**src/lkvc_pkg.sv**
```systemverilog
// Shared constants, types and codes for the LRU key/value cache.
package lkvc_pkg;

    // Port field widths
    localparam int KEY_FIELD_W   = 64;
    localparam int VALUE_FIELD_W = 32;
    localparam int OCC_W         = 5;
    localparam int CAP_W         = 5;

    // Defaults for the top-level parameters
    localparam int ENTRIES_DEF    = 16;
    localparam int DIMS_DEF       = 4;
    localparam int DIM_BITS_DEF   = 16;
    localparam int VALUE_BITS_DEF = 32;

    // Configuration port
    localparam int              APB_ADDR_W    = 3;
    localparam int              APB_DATA_W    = 32;
    localparam logic            REG_CAPACITY  = 1'b0;
    localparam logic [CAP_W-1:0] CAP_RESET    = 5'd16;

    // Operation codes
    localparam logic FUNC_LOOKUP = 1'b0;
    localparam logic FUNC_INSERT = 1'b1;

    typedef enum logic [1:0] {
        ST_IDLE,
        ST_COMPARE,
        ST_UPDATE
    } t_state;

    // Commands from controller to datapath
    typedef struct packed {
        logic capture;
        logic compare;
        logic update;
    } t_dp_cmd;

endpackage

```
**src/lkvc_ctrl.sv**
```systemverilog
// Sequencer for the cache: input handshake, compare and update steps, result valid.
module lkvc_ctrl (
    input  logic              i_clk,
    input  logic              i_rst_n,
    input  logic              i_valid,
    output logic              o_stall,
    output logic              o_valid,
    input  logic              i_stall,
    output lkvc_pkg::t_dp_cmd o_cmd
);

    lkvc_pkg::t_state r_state;
    lkvc_pkg::t_state n_state;
    logic             r_out_valid;
    logic             n_out_valid;

    always_ff @(posedge i_clk) begin
        if (!i_rst_n) begin
            r_state     <= lkvc_pkg::ST_IDLE;
            r_out_valid <= 1'b0;
        end else begin
            r_state     <= n_state;
            r_out_valid <= n_out_valid;
        end
    end

    always_comb begin
        n_state       = r_state;
        o_cmd         = '0;
        o_stall       = 1'b1;
        case (r_state)
            lkvc_pkg::ST_IDLE: begin
                o_stall = 1'b0;
                if (i_valid) begin
                    o_cmd.capture = 1'b1;
                    n_state       = lkvc_pkg::ST_COMPARE;
                end
            end
            lkvc_pkg::ST_COMPARE: begin
                o_cmd.compare = 1'b1;
                n_state       = lkvc_pkg::ST_UPDATE;
            end
            lkvc_pkg::ST_UPDATE: begin
                // hold until the result register is free
                if (!r_out_valid || !i_stall) begin
                    o_cmd.update = 1'b1;
                    n_state      = lkvc_pkg::ST_IDLE;
                end
            end
            default: begin
                n_state = lkvc_pkg::ST_IDLE;
            end
        endcase
        n_out_valid = o_cmd.update | (r_out_valid & i_stall);
    end

    assign o_valid = r_out_valid;

endmodule

```
**src/lkvc_datapath.sv**
```systemverilog
// Entry store in recency order, parallel key compare, move-to-front and insert shifts.
module lkvc_datapath #(
    parameter int ENTRIES = lkvc_pkg::ENTRIES_DEF,
    parameter int KEY_W   = lkvc_pkg::KEY_FIELD_W,
    parameter int VAL_W   = lkvc_pkg::VALUE_FIELD_W
) (
    input  logic                                i_clk,
    input  logic                                i_rst_n,
    input  lkvc_pkg::t_dp_cmd                   i_cmd,
    input  logic [lkvc_pkg::CAP_W-1:0]          i_capacity,
    input  logic                                i_func,
    input  logic [lkvc_pkg::KEY_FIELD_W-1:0]    i_key,
    input  logic [lkvc_pkg::VALUE_FIELD_W-1:0]  i_value_in,
    output logic                                o_hit,
    output logic [lkvc_pkg::VALUE_FIELD_W-1:0]  o_value_out,
    output logic [lkvc_pkg::OCC_W-1:0]          o_occupancy
);

    localparam int CNT_W = $clog2(ENTRIES + 1);
    localparam int EXT_W = CNT_W + lkvc_pkg::CAP_W;

    logic [KEY_W-1:0] r_key [ENTRIES];
    logic [VAL_W-1:0] r_val [ENTRIES];
    logic [CNT_W-1:0] r_count;
    logic             r_func;
    logic [KEY_W-1:0] r_key_in;
    logic [VAL_W-1:0] r_val_in;
    logic [ENTRIES-1:0] r_match;
    logic             r_hit;
    logic [VAL_W-1:0] r_value_out;

    logic [ENTRIES-1:0] below;
    logic               any_hit;
    logic [KEY_W-1:0]   hit_key;
    logic [VAL_W-1:0]   hit_val;
    logic [EXT_W-1:0]   cap_ext;
    logic [EXT_W-1:0]   cap_eff;
    logic [EXT_W-1:0]   inc_ext;
    logic [EXT_W-1:0]   ins_count;
    logic [CNT_W-1:0]   count_inc;
    logic [EXT_W-1:0]   occ_ext;
    logic [VAL_W+lkvc_pkg::VALUE_FIELD_W-1:0] vout_ext;

    always_ff @(posedge i_clk) begin
        if (!i_rst_n) begin
            r_count <= '0;
        end else if (i_cmd.update && r_func == lkvc_pkg::FUNC_INSERT) begin
            r_count <= ins_count[CNT_W-1:0];
        end
    end

    always_ff @(posedge i_clk) begin
        if (i_cmd.capture) begin
            r_func   <= i_func;
            r_key_in <= i_key[KEY_W-1:0];
            r_val_in <= i_value_in[VAL_W-1:0];
        end
    end

    // Compare every live slot against the key
    for (genvar g = 0; g < ENTRIES; g++) begin : g_cmp
        always_ff @(posedge i_clk) begin
            if (i_cmd.compare) begin
                r_match[g] <= (CNT_W'(g) < r_count) && (r_key[g] == r_key_in);
            end
        end
    end

    // First match from the most recent slot; below[i] marks a match ahead of slot i
    always_comb begin
        below[0] = 1'b0;
        for (int i = 1; i < ENTRIES; i++) begin
            below[i] = below[i-1] | r_match[i-1];
        end
        any_hit = |r_match;
        hit_key = '0;
        hit_val = '0;
        for (int i = 0; i < ENTRIES; i++) begin
            if (r_match[i] && !below[i]) begin
                hit_key = hit_key | r_key[i];
                hit_val = hit_val | r_val[i];
            end
        end
    end

    // Count after an insert: bump, saturate at depth, clamp to the capacity
    always_comb begin
        count_inc = (r_count < CNT_W'(ENTRIES)) ? r_count + 1'b1 : r_count;
        inc_ext   = EXT_W'(count_inc);
        cap_ext   = EXT_W'(i_capacity);
        if (i_capacity == '0) begin
            cap_eff = EXT_W'(1);
        end else if (cap_ext > EXT_W'(ENTRIES)) begin
            cap_eff = EXT_W'(ENTRIES);
        end else begin
            cap_eff = cap_ext;
        end
        ins_count = (inc_ext > cap_eff) ? cap_eff : inc_ext;
    end

    always_ff @(posedge i_clk) begin
        if (i_cmd.update) begin
            if (r_func == lkvc_pkg::FUNC_INSERT) begin
                for (int i = 1; i < ENTRIES; i++) begin
                    r_key[i] <= r_key[i-1];
                    r_val[i] <= r_val[i-1];
                end
                r_key[0] <= r_key_in;
                r_val[0] <= r_val_in;
            end else if (any_hit) begin
                // advance slots ahead of the hit, then put the hit at the front
                for (int i = 1; i < ENTRIES; i++) begin
                    if (!below[i]) begin
                        r_key[i] <= r_key[i-1];
                        r_val[i] <= r_val[i-1];
                    end
                end
                r_key[0] <= hit_key;
                r_val[0] <= hit_val;
            end
            r_hit       <= (r_func == lkvc_pkg::FUNC_LOOKUP) && any_hit;
            r_value_out <= ((r_func == lkvc_pkg::FUNC_LOOKUP) && any_hit) ? hit_val : '0;
        end
    end

    always_ff @(posedge i_clk) begin
        if (i_cmd.update) begin
            occ_ext <= (r_func == lkvc_pkg::FUNC_INSERT) ? ins_count : EXT_W'(r_count);
        end
    end

    assign vout_ext    = {{lkvc_pkg::VALUE_FIELD_W{1'b0}}, r_value_out};
    assign o_hit       = r_hit;
    assign o_value_out = vout_ext[lkvc_pkg::VALUE_FIELD_W-1:0];
    assign o_occupancy = occ_ext[lkvc_pkg::OCC_W-1:0];

endmodule

```
**src/lru_key_value_cache.sv**
```systemverilog
// LRU key/value cache top level: capacity register, sequencer and entry datapath.
// Flow: an accepted word is captured, compared (the key compare is registered), then
//   applied in the update step, which waits while the result word ahead is stalled; no new
//   word enters until the shift update of the shared entry store is done.
// Reset (synchronous, active low) empties the store and sets the capacity to 16;
//   entry contents are not cleared, only the entry count.
module lru_key_value_cache #(
    parameter int ENTRIES    = lkvc_pkg::ENTRIES_DEF,
    parameter int DIMS       = lkvc_pkg::DIMS_DEF,
    parameter int DIM_BITS   = lkvc_pkg::DIM_BITS_DEF,
    parameter int VALUE_BITS = lkvc_pkg::VALUE_BITS_DEF
) (
    input  logic                                i_clk,
    input  logic                                i_rst_n,
    input  logic                                i_valid,
    output logic                                o_stall,
    input  logic                                i_func,
    input  logic [lkvc_pkg::KEY_FIELD_W-1:0]    i_key,
    input  logic [lkvc_pkg::VALUE_FIELD_W-1:0]  i_value_in,
    output logic                                o_valid,
    input  logic                                i_stall,
    output logic                                o_hit,
    output logic [lkvc_pkg::VALUE_FIELD_W-1:0]  o_value_out,
    output logic [lkvc_pkg::OCC_W-1:0]          o_occupancy,
    input  logic                                psel,
    input  logic                                penable,
    input  logic                                pwrite,
    input  logic [lkvc_pkg::APB_ADDR_W-1:0]     paddr,
    input  logic [lkvc_pkg::APB_DATA_W-1:0]     pwdata,
    output logic [lkvc_pkg::APB_DATA_W-1:0]     prdata,
    output logic                                pready
);

    localparam int KEY_RAW = DIMS * DIM_BITS;
    localparam int KEY_W   = (KEY_RAW > lkvc_pkg::KEY_FIELD_W) ? lkvc_pkg::KEY_FIELD_W : KEY_RAW;
    localparam int VAL_W   = (VALUE_BITS > lkvc_pkg::VALUE_FIELD_W) ?
                             lkvc_pkg::VALUE_FIELD_W : VALUE_BITS;

    logic [lkvc_pkg::CAP_W-1:0] r_capacity;
    logic                       reg_sel;
    lkvc_pkg::t_dp_cmd          cmd;

    assign pready  = 1'b1;
    assign reg_sel = (paddr[2] == lkvc_pkg::REG_CAPACITY) && (paddr[1:0] == 2'b00);

    always_ff @(posedge i_clk) begin
        if (!i_rst_n) begin
            r_capacity <= lkvc_pkg::CAP_RESET;
        end else if (psel && penable && pwrite && reg_sel) begin
            r_capacity <= pwdata[lkvc_pkg::CAP_W-1:0];
        end
    end

    always_comb begin
        prdata = '0;
        if (reg_sel) begin
            prdata[lkvc_pkg::CAP_W-1:0] = r_capacity;
        end
    end

    lkvc_ctrl u_ctrl (
        .i_clk   (i_clk),
        .i_rst_n (i_rst_n),
        .i_valid (i_valid),
        .o_stall (o_stall),
        .o_valid (o_valid),
        .i_stall (i_stall),
        .o_cmd   (cmd)
    );

    lkvc_datapath #(
        .ENTRIES (ENTRIES),
        .KEY_W   (KEY_W),
        .VAL_W   (VAL_W)
    ) u_datapath (
        .i_clk       (i_clk),
        .i_rst_n     (i_rst_n),
        .i_cmd       (cmd),
        .i_capacity  (r_capacity),
        .i_func      (i_func),
        .i_key       (i_key),
        .i_value_in  (i_value_in),
        .o_hit       (o_hit),
        .o_value_out (o_value_out),
        .o_occupancy (o_occupancy)
    );

endmodule
```
**config.mk**
```make
export PLATFORM = sky130hd
export DESIGN_NAME = lru_key_value_cache
export DESIGN_NICKNAME = d
export VERILOG_FILES = /design/src/lkvc_pkg.sv /design/src/lkvc_ctrl.sv /design/src/lkvc_datapath.sv /design/src/lru_key_value_cache.sv
export SDC_FILE = /design/constraint.sdc
export NUM_CORES = 2
export LEC_CHECK = 0
export BUFFER_PORTS_ARGS = -buffer_cell sky130_fd_sc_hd__buf_4
export CORE_ASPECT_RATIO = 0.8
export CORE_MARGIN = 1
export CORE_UTILIZATION = 45
export DETAILED_ROUTE_END_ITERATION = 8
export HOLD_SLACK_MARGIN = 0.08
export SKIP_CTS_REPAIR_TIMING = 1
export SYNTH_ARGS = -nofsm -noshare
export SYNTH_HDL_FRONTEND = slang
export SYNTH_SLANG_ARGS = --single-unit
```
**constraint.sdc**
```tcl
create_clock -name i_clk -period 39.2 [get_ports i_clk]
set_clock_uncertainty 0.15 [all_clocks]
set_input_delay 7.84 -clock i_clk [delete_from_list [all_inputs] [get_ports i_clk]]
set_output_delay 7.84 -clock i_clk [all_outputs]
set_load 0.005 [all_outputs]
```
==> run_results.csv <==
group,metric,value,unit
status,status,"finished, violations left",
status,failed_checks,"DRC, capacitance limit, slew limit",
worst_setup_path,timing.rr.start,"u_datapath.below[1]$_DFFE_PN_",
route,drt-met1-wl,134.1,mm
power,leakagePower,26.31,nW
timing,period_needed,16.62,ns
route,via_per_inst,7.220,
run,cap_violations,11,
clock_tree,htree_levels,4,
layout,final_common_cell,"edfxtp_1",
timing,fmax,60.18,MHz
timing,setup_viol,0,
worst_setup_path,r2r_cells,10,
worst_hold_path,hold_path_depth,0,
power,p_per_area,48.44,nW/um2
route,drt_first_pass_iters,9,
placement,finalWeightedCongestion,1.165,
layout,area_growth,12.54,%
grt,grt_pass1_vias,48680,
floorplan,core_region_area,164600,um2
worst_setup_path,start_kind,"primary input",
timing,relSlewSlack,-9.245,%
logic_synthesis,netlist_instances,5126,
timing,hold_ws,0.2824,ns
floorplan,ios,212,
clock_tree,cts_buffers,174,
grt,grt_pass1_wl,465.1,mm
layout,multi_input_area,22270,um2
placement,dp_hpwl,245.4,mm
timing,tightest_slew,1.633,ns
layout,nFillCells,13910,
placement,port_buffers,156,
timing,fin_setup_tns,0,ns
worst_setup_path,r2r_setup_slack,32.85,ns
layout,drive_gt1_share,12.79,%
placement,placed_area,78560,um2
worst_setup_path,r2r-end,"u_datapath.r_val[3][116]$_DFFE_PP_",
timing,rsz0062_at_grt,"false",
floorplan,start_util,45.37,%
route,routed.top_layer,"met5",
layout,ff_latch_area,50920,um2
timing,hold_violations,0,
grt,overflow,0,
floorplan,die_w,457.4,um
route,vias,54480,
worst_setup_path,cp-endpoint,"prdata[0]",
worst_hold_path,hold_class,"reg -> reg",
floorplan,dieArea,167600,um2
worst_setup_path,critical_path.endpoint_type,"output port",
logic_synthesis,avgSynthCellArea,14.57,um2
grt,antenna_found_initial,37,
logic_synthesis,synth_cell_types,67,
logic_synthesis,yosys_warnings,0,
worst_setup_path,critical_path.startpoint,"paddr[1]",
clock_tree,insertion_delay,0.86,ns
timing,post-route-period-util,42.39,%
logic_synthesis,async_flop_share,0,%
clock_tree,cts_sinks,1700,
worst_setup_path,cp.required,31.21,ns
logic_synthesis,synth_edf_count,1687,
clock_tree,root_buffer,"clkbuf_16",
worst_setup_path,crit_arrival,8.63,ns
clock_tree,clockBufferDepth,3,
grt,grt_max_degree,133,
logic_synthesis,ys_seq_elements,1700,
clock_tree,cts_tree,"built",
route,antenna_left,0,
route,routed_wl,359.2,mm
worst_setup_path,crit_fanout,6,
floorplan,die-height,366.3,um
logic_synthesis,synthFlopType,"edfxtp_1",
route,dr_wl_met3,66.87,mm
floorplan,rows,133,
route,wl_per_cell,47.60,um
worst_setup_path,timing_worst_setup_path_type,"in -> out",
timing,drv_slew,18,
layout,fin_util,51.06,%
layout,stdcell_area,84030,um2
grt,grtUsageTotal,41.88,%
power,peakVddDrop,0.04791,mV
logic_synthesis,ys_seq_area_share,68.20,%
power,power.total,4.070,mW
route,drc,10,
route,met2_length,138.7,mm
clock_tree,path_clk_slew,0.06,ns
layout,finalNetCount,5373,
logic_synthesis,synth_area,74670,um2
route,first_iter_violations,11520,
layout,layout_common_cells,"edfxtp_1 (1,687), xnor2_1 (523), xor2_1 (464), buf_4 (311), a22oi_1 (299)",
## final cells by class
type	count	share of cell area [%]
Clock inverter	98	1.010
Clock buffer	213	5.405
Timing Repair Buffer	321	3.017
Multi-Input combinational cell	2989	26.50
Sequential cell	1700	60.60
Tap cell	2160	3.216
Antenna cell	23	0.06850
Inverter	42	0.1876
## cell usage after synthesis, types with 39 or more instances
cell	count	area share, %
nor2_1	148	0.74
a31oi_1	65	0.54
buf_4	43	0.43
xor2_1	464	5.4
nor4_1	147	1.2
xnor2_1	524	6.1
clkbuf_1	303	1.5
a222oi_1	123	1.6
a221oi_1	162	1.9
a21oi_1	57	0.38
a22oi_1	299	3.0
edfxtp_1	1687	68
o22ai_1	57	0.48
o221a_2	74	1.1
nand2_1	201	1.0
o21ai_0	206	1.4
nand4_1	159	1.3
a22o_1	39	0.46
inv_1	42	0.21
## metrics by stage
step | instances | setup WS (ns)
after global routing | 7529 | 22.45
after detailed placement | 7211 | 22.58
after floorplan | 5152 | 20.55
final | 7546 | 22.58
after global placement | 7211 | 22.59
after CTS | 7522 | 22.58
## logic make-up after synthesis
| kind of cell | synth area share [%] |
|---|---|
| multiplexers | 0.1558 |
| AO/OA/AOI/OAI | 11.63 |
| other | 0.01006 |
| adder cells (fa/ha/maj) | 0.1005 |
| flip-flops | 68.20 |
| XOR/XNOR | 11.59 |
| buffers and inverters | 2.606 |
| AND/OR/NAND/NOR | 5.713 |
## report_power, final
| part | internal (mW) | total, mW | switching (mW) |
|---|---|---|---|
| sequential | 2.02 | 2.06 | 0.0331 |
| clock | 0.886 | 1.65 | 0.765 |
| combinational | 0.0866 | 0.361 | 0.275 |
## routing by layer
metal / GRT usage [%] / vias up
met5: 3.875 / -
met4: 17.07 / 46
met3: 25.39 / 912
met2: 54.40 / 5302
met1: 55.25 / 27840
li1: - / 20380
## worst max-delay path, cell delays in order
cell and delay, ns:
buf_4 0.10, nor3_1 0.39, and2_1 0.19, buf_4 0.10
## registers in the layout (all words and copies together) (netlist names)
register                cells
u_ctrl.r_state              2
u_datapath.o_hit            1
u_ctrl.o_valid              1
u_datapath.r_val_in        32
u_datapath.occ_ext          5
r_capacity                  5
u_datapath.r_key         1024
u_datapath.r_count          5
u_datapath.r_key_in        64
u_datapath.below            1
u_datapath.o_value_out     32
u_datapath.r_val          512
u_datapath.r_func           1
u_datapath.r_match         15
## worst min path at each step
stage                                                    end                          startpoint
after floorplan           u_datapath.r_val[3][100]$_DFFE_PP_   u_datapath.r_val[3][68]$_DFFE_PP_
after global placement      u_datapath.r_val[3][4]$_DFFE_PP_  u_datapath.r_val[2][100]$_DFFE_PP_
after detailed placement  u_datapath.r_val[1][109]$_DFFE_PP_   u_datapath.r_val[1][77]$_DFFE_PP_
after CTS                 u_datapath.r_val[2][114]$_DFFE_PP_   u_datapath.r_val[2][82]$_DFFE_PP_
after global routing       u_datapath.r_val[1][50]$_DFFE_PP_   u_datapath.r_val[1][18]$_DFFE_PP_
final                     u_datapath.r_val[2][114]$_DFFE_PP_   u_datapath.r_val[2][82]$_DFFE_PP_
No activity file was read; power rests on OpenSTA's default activity.
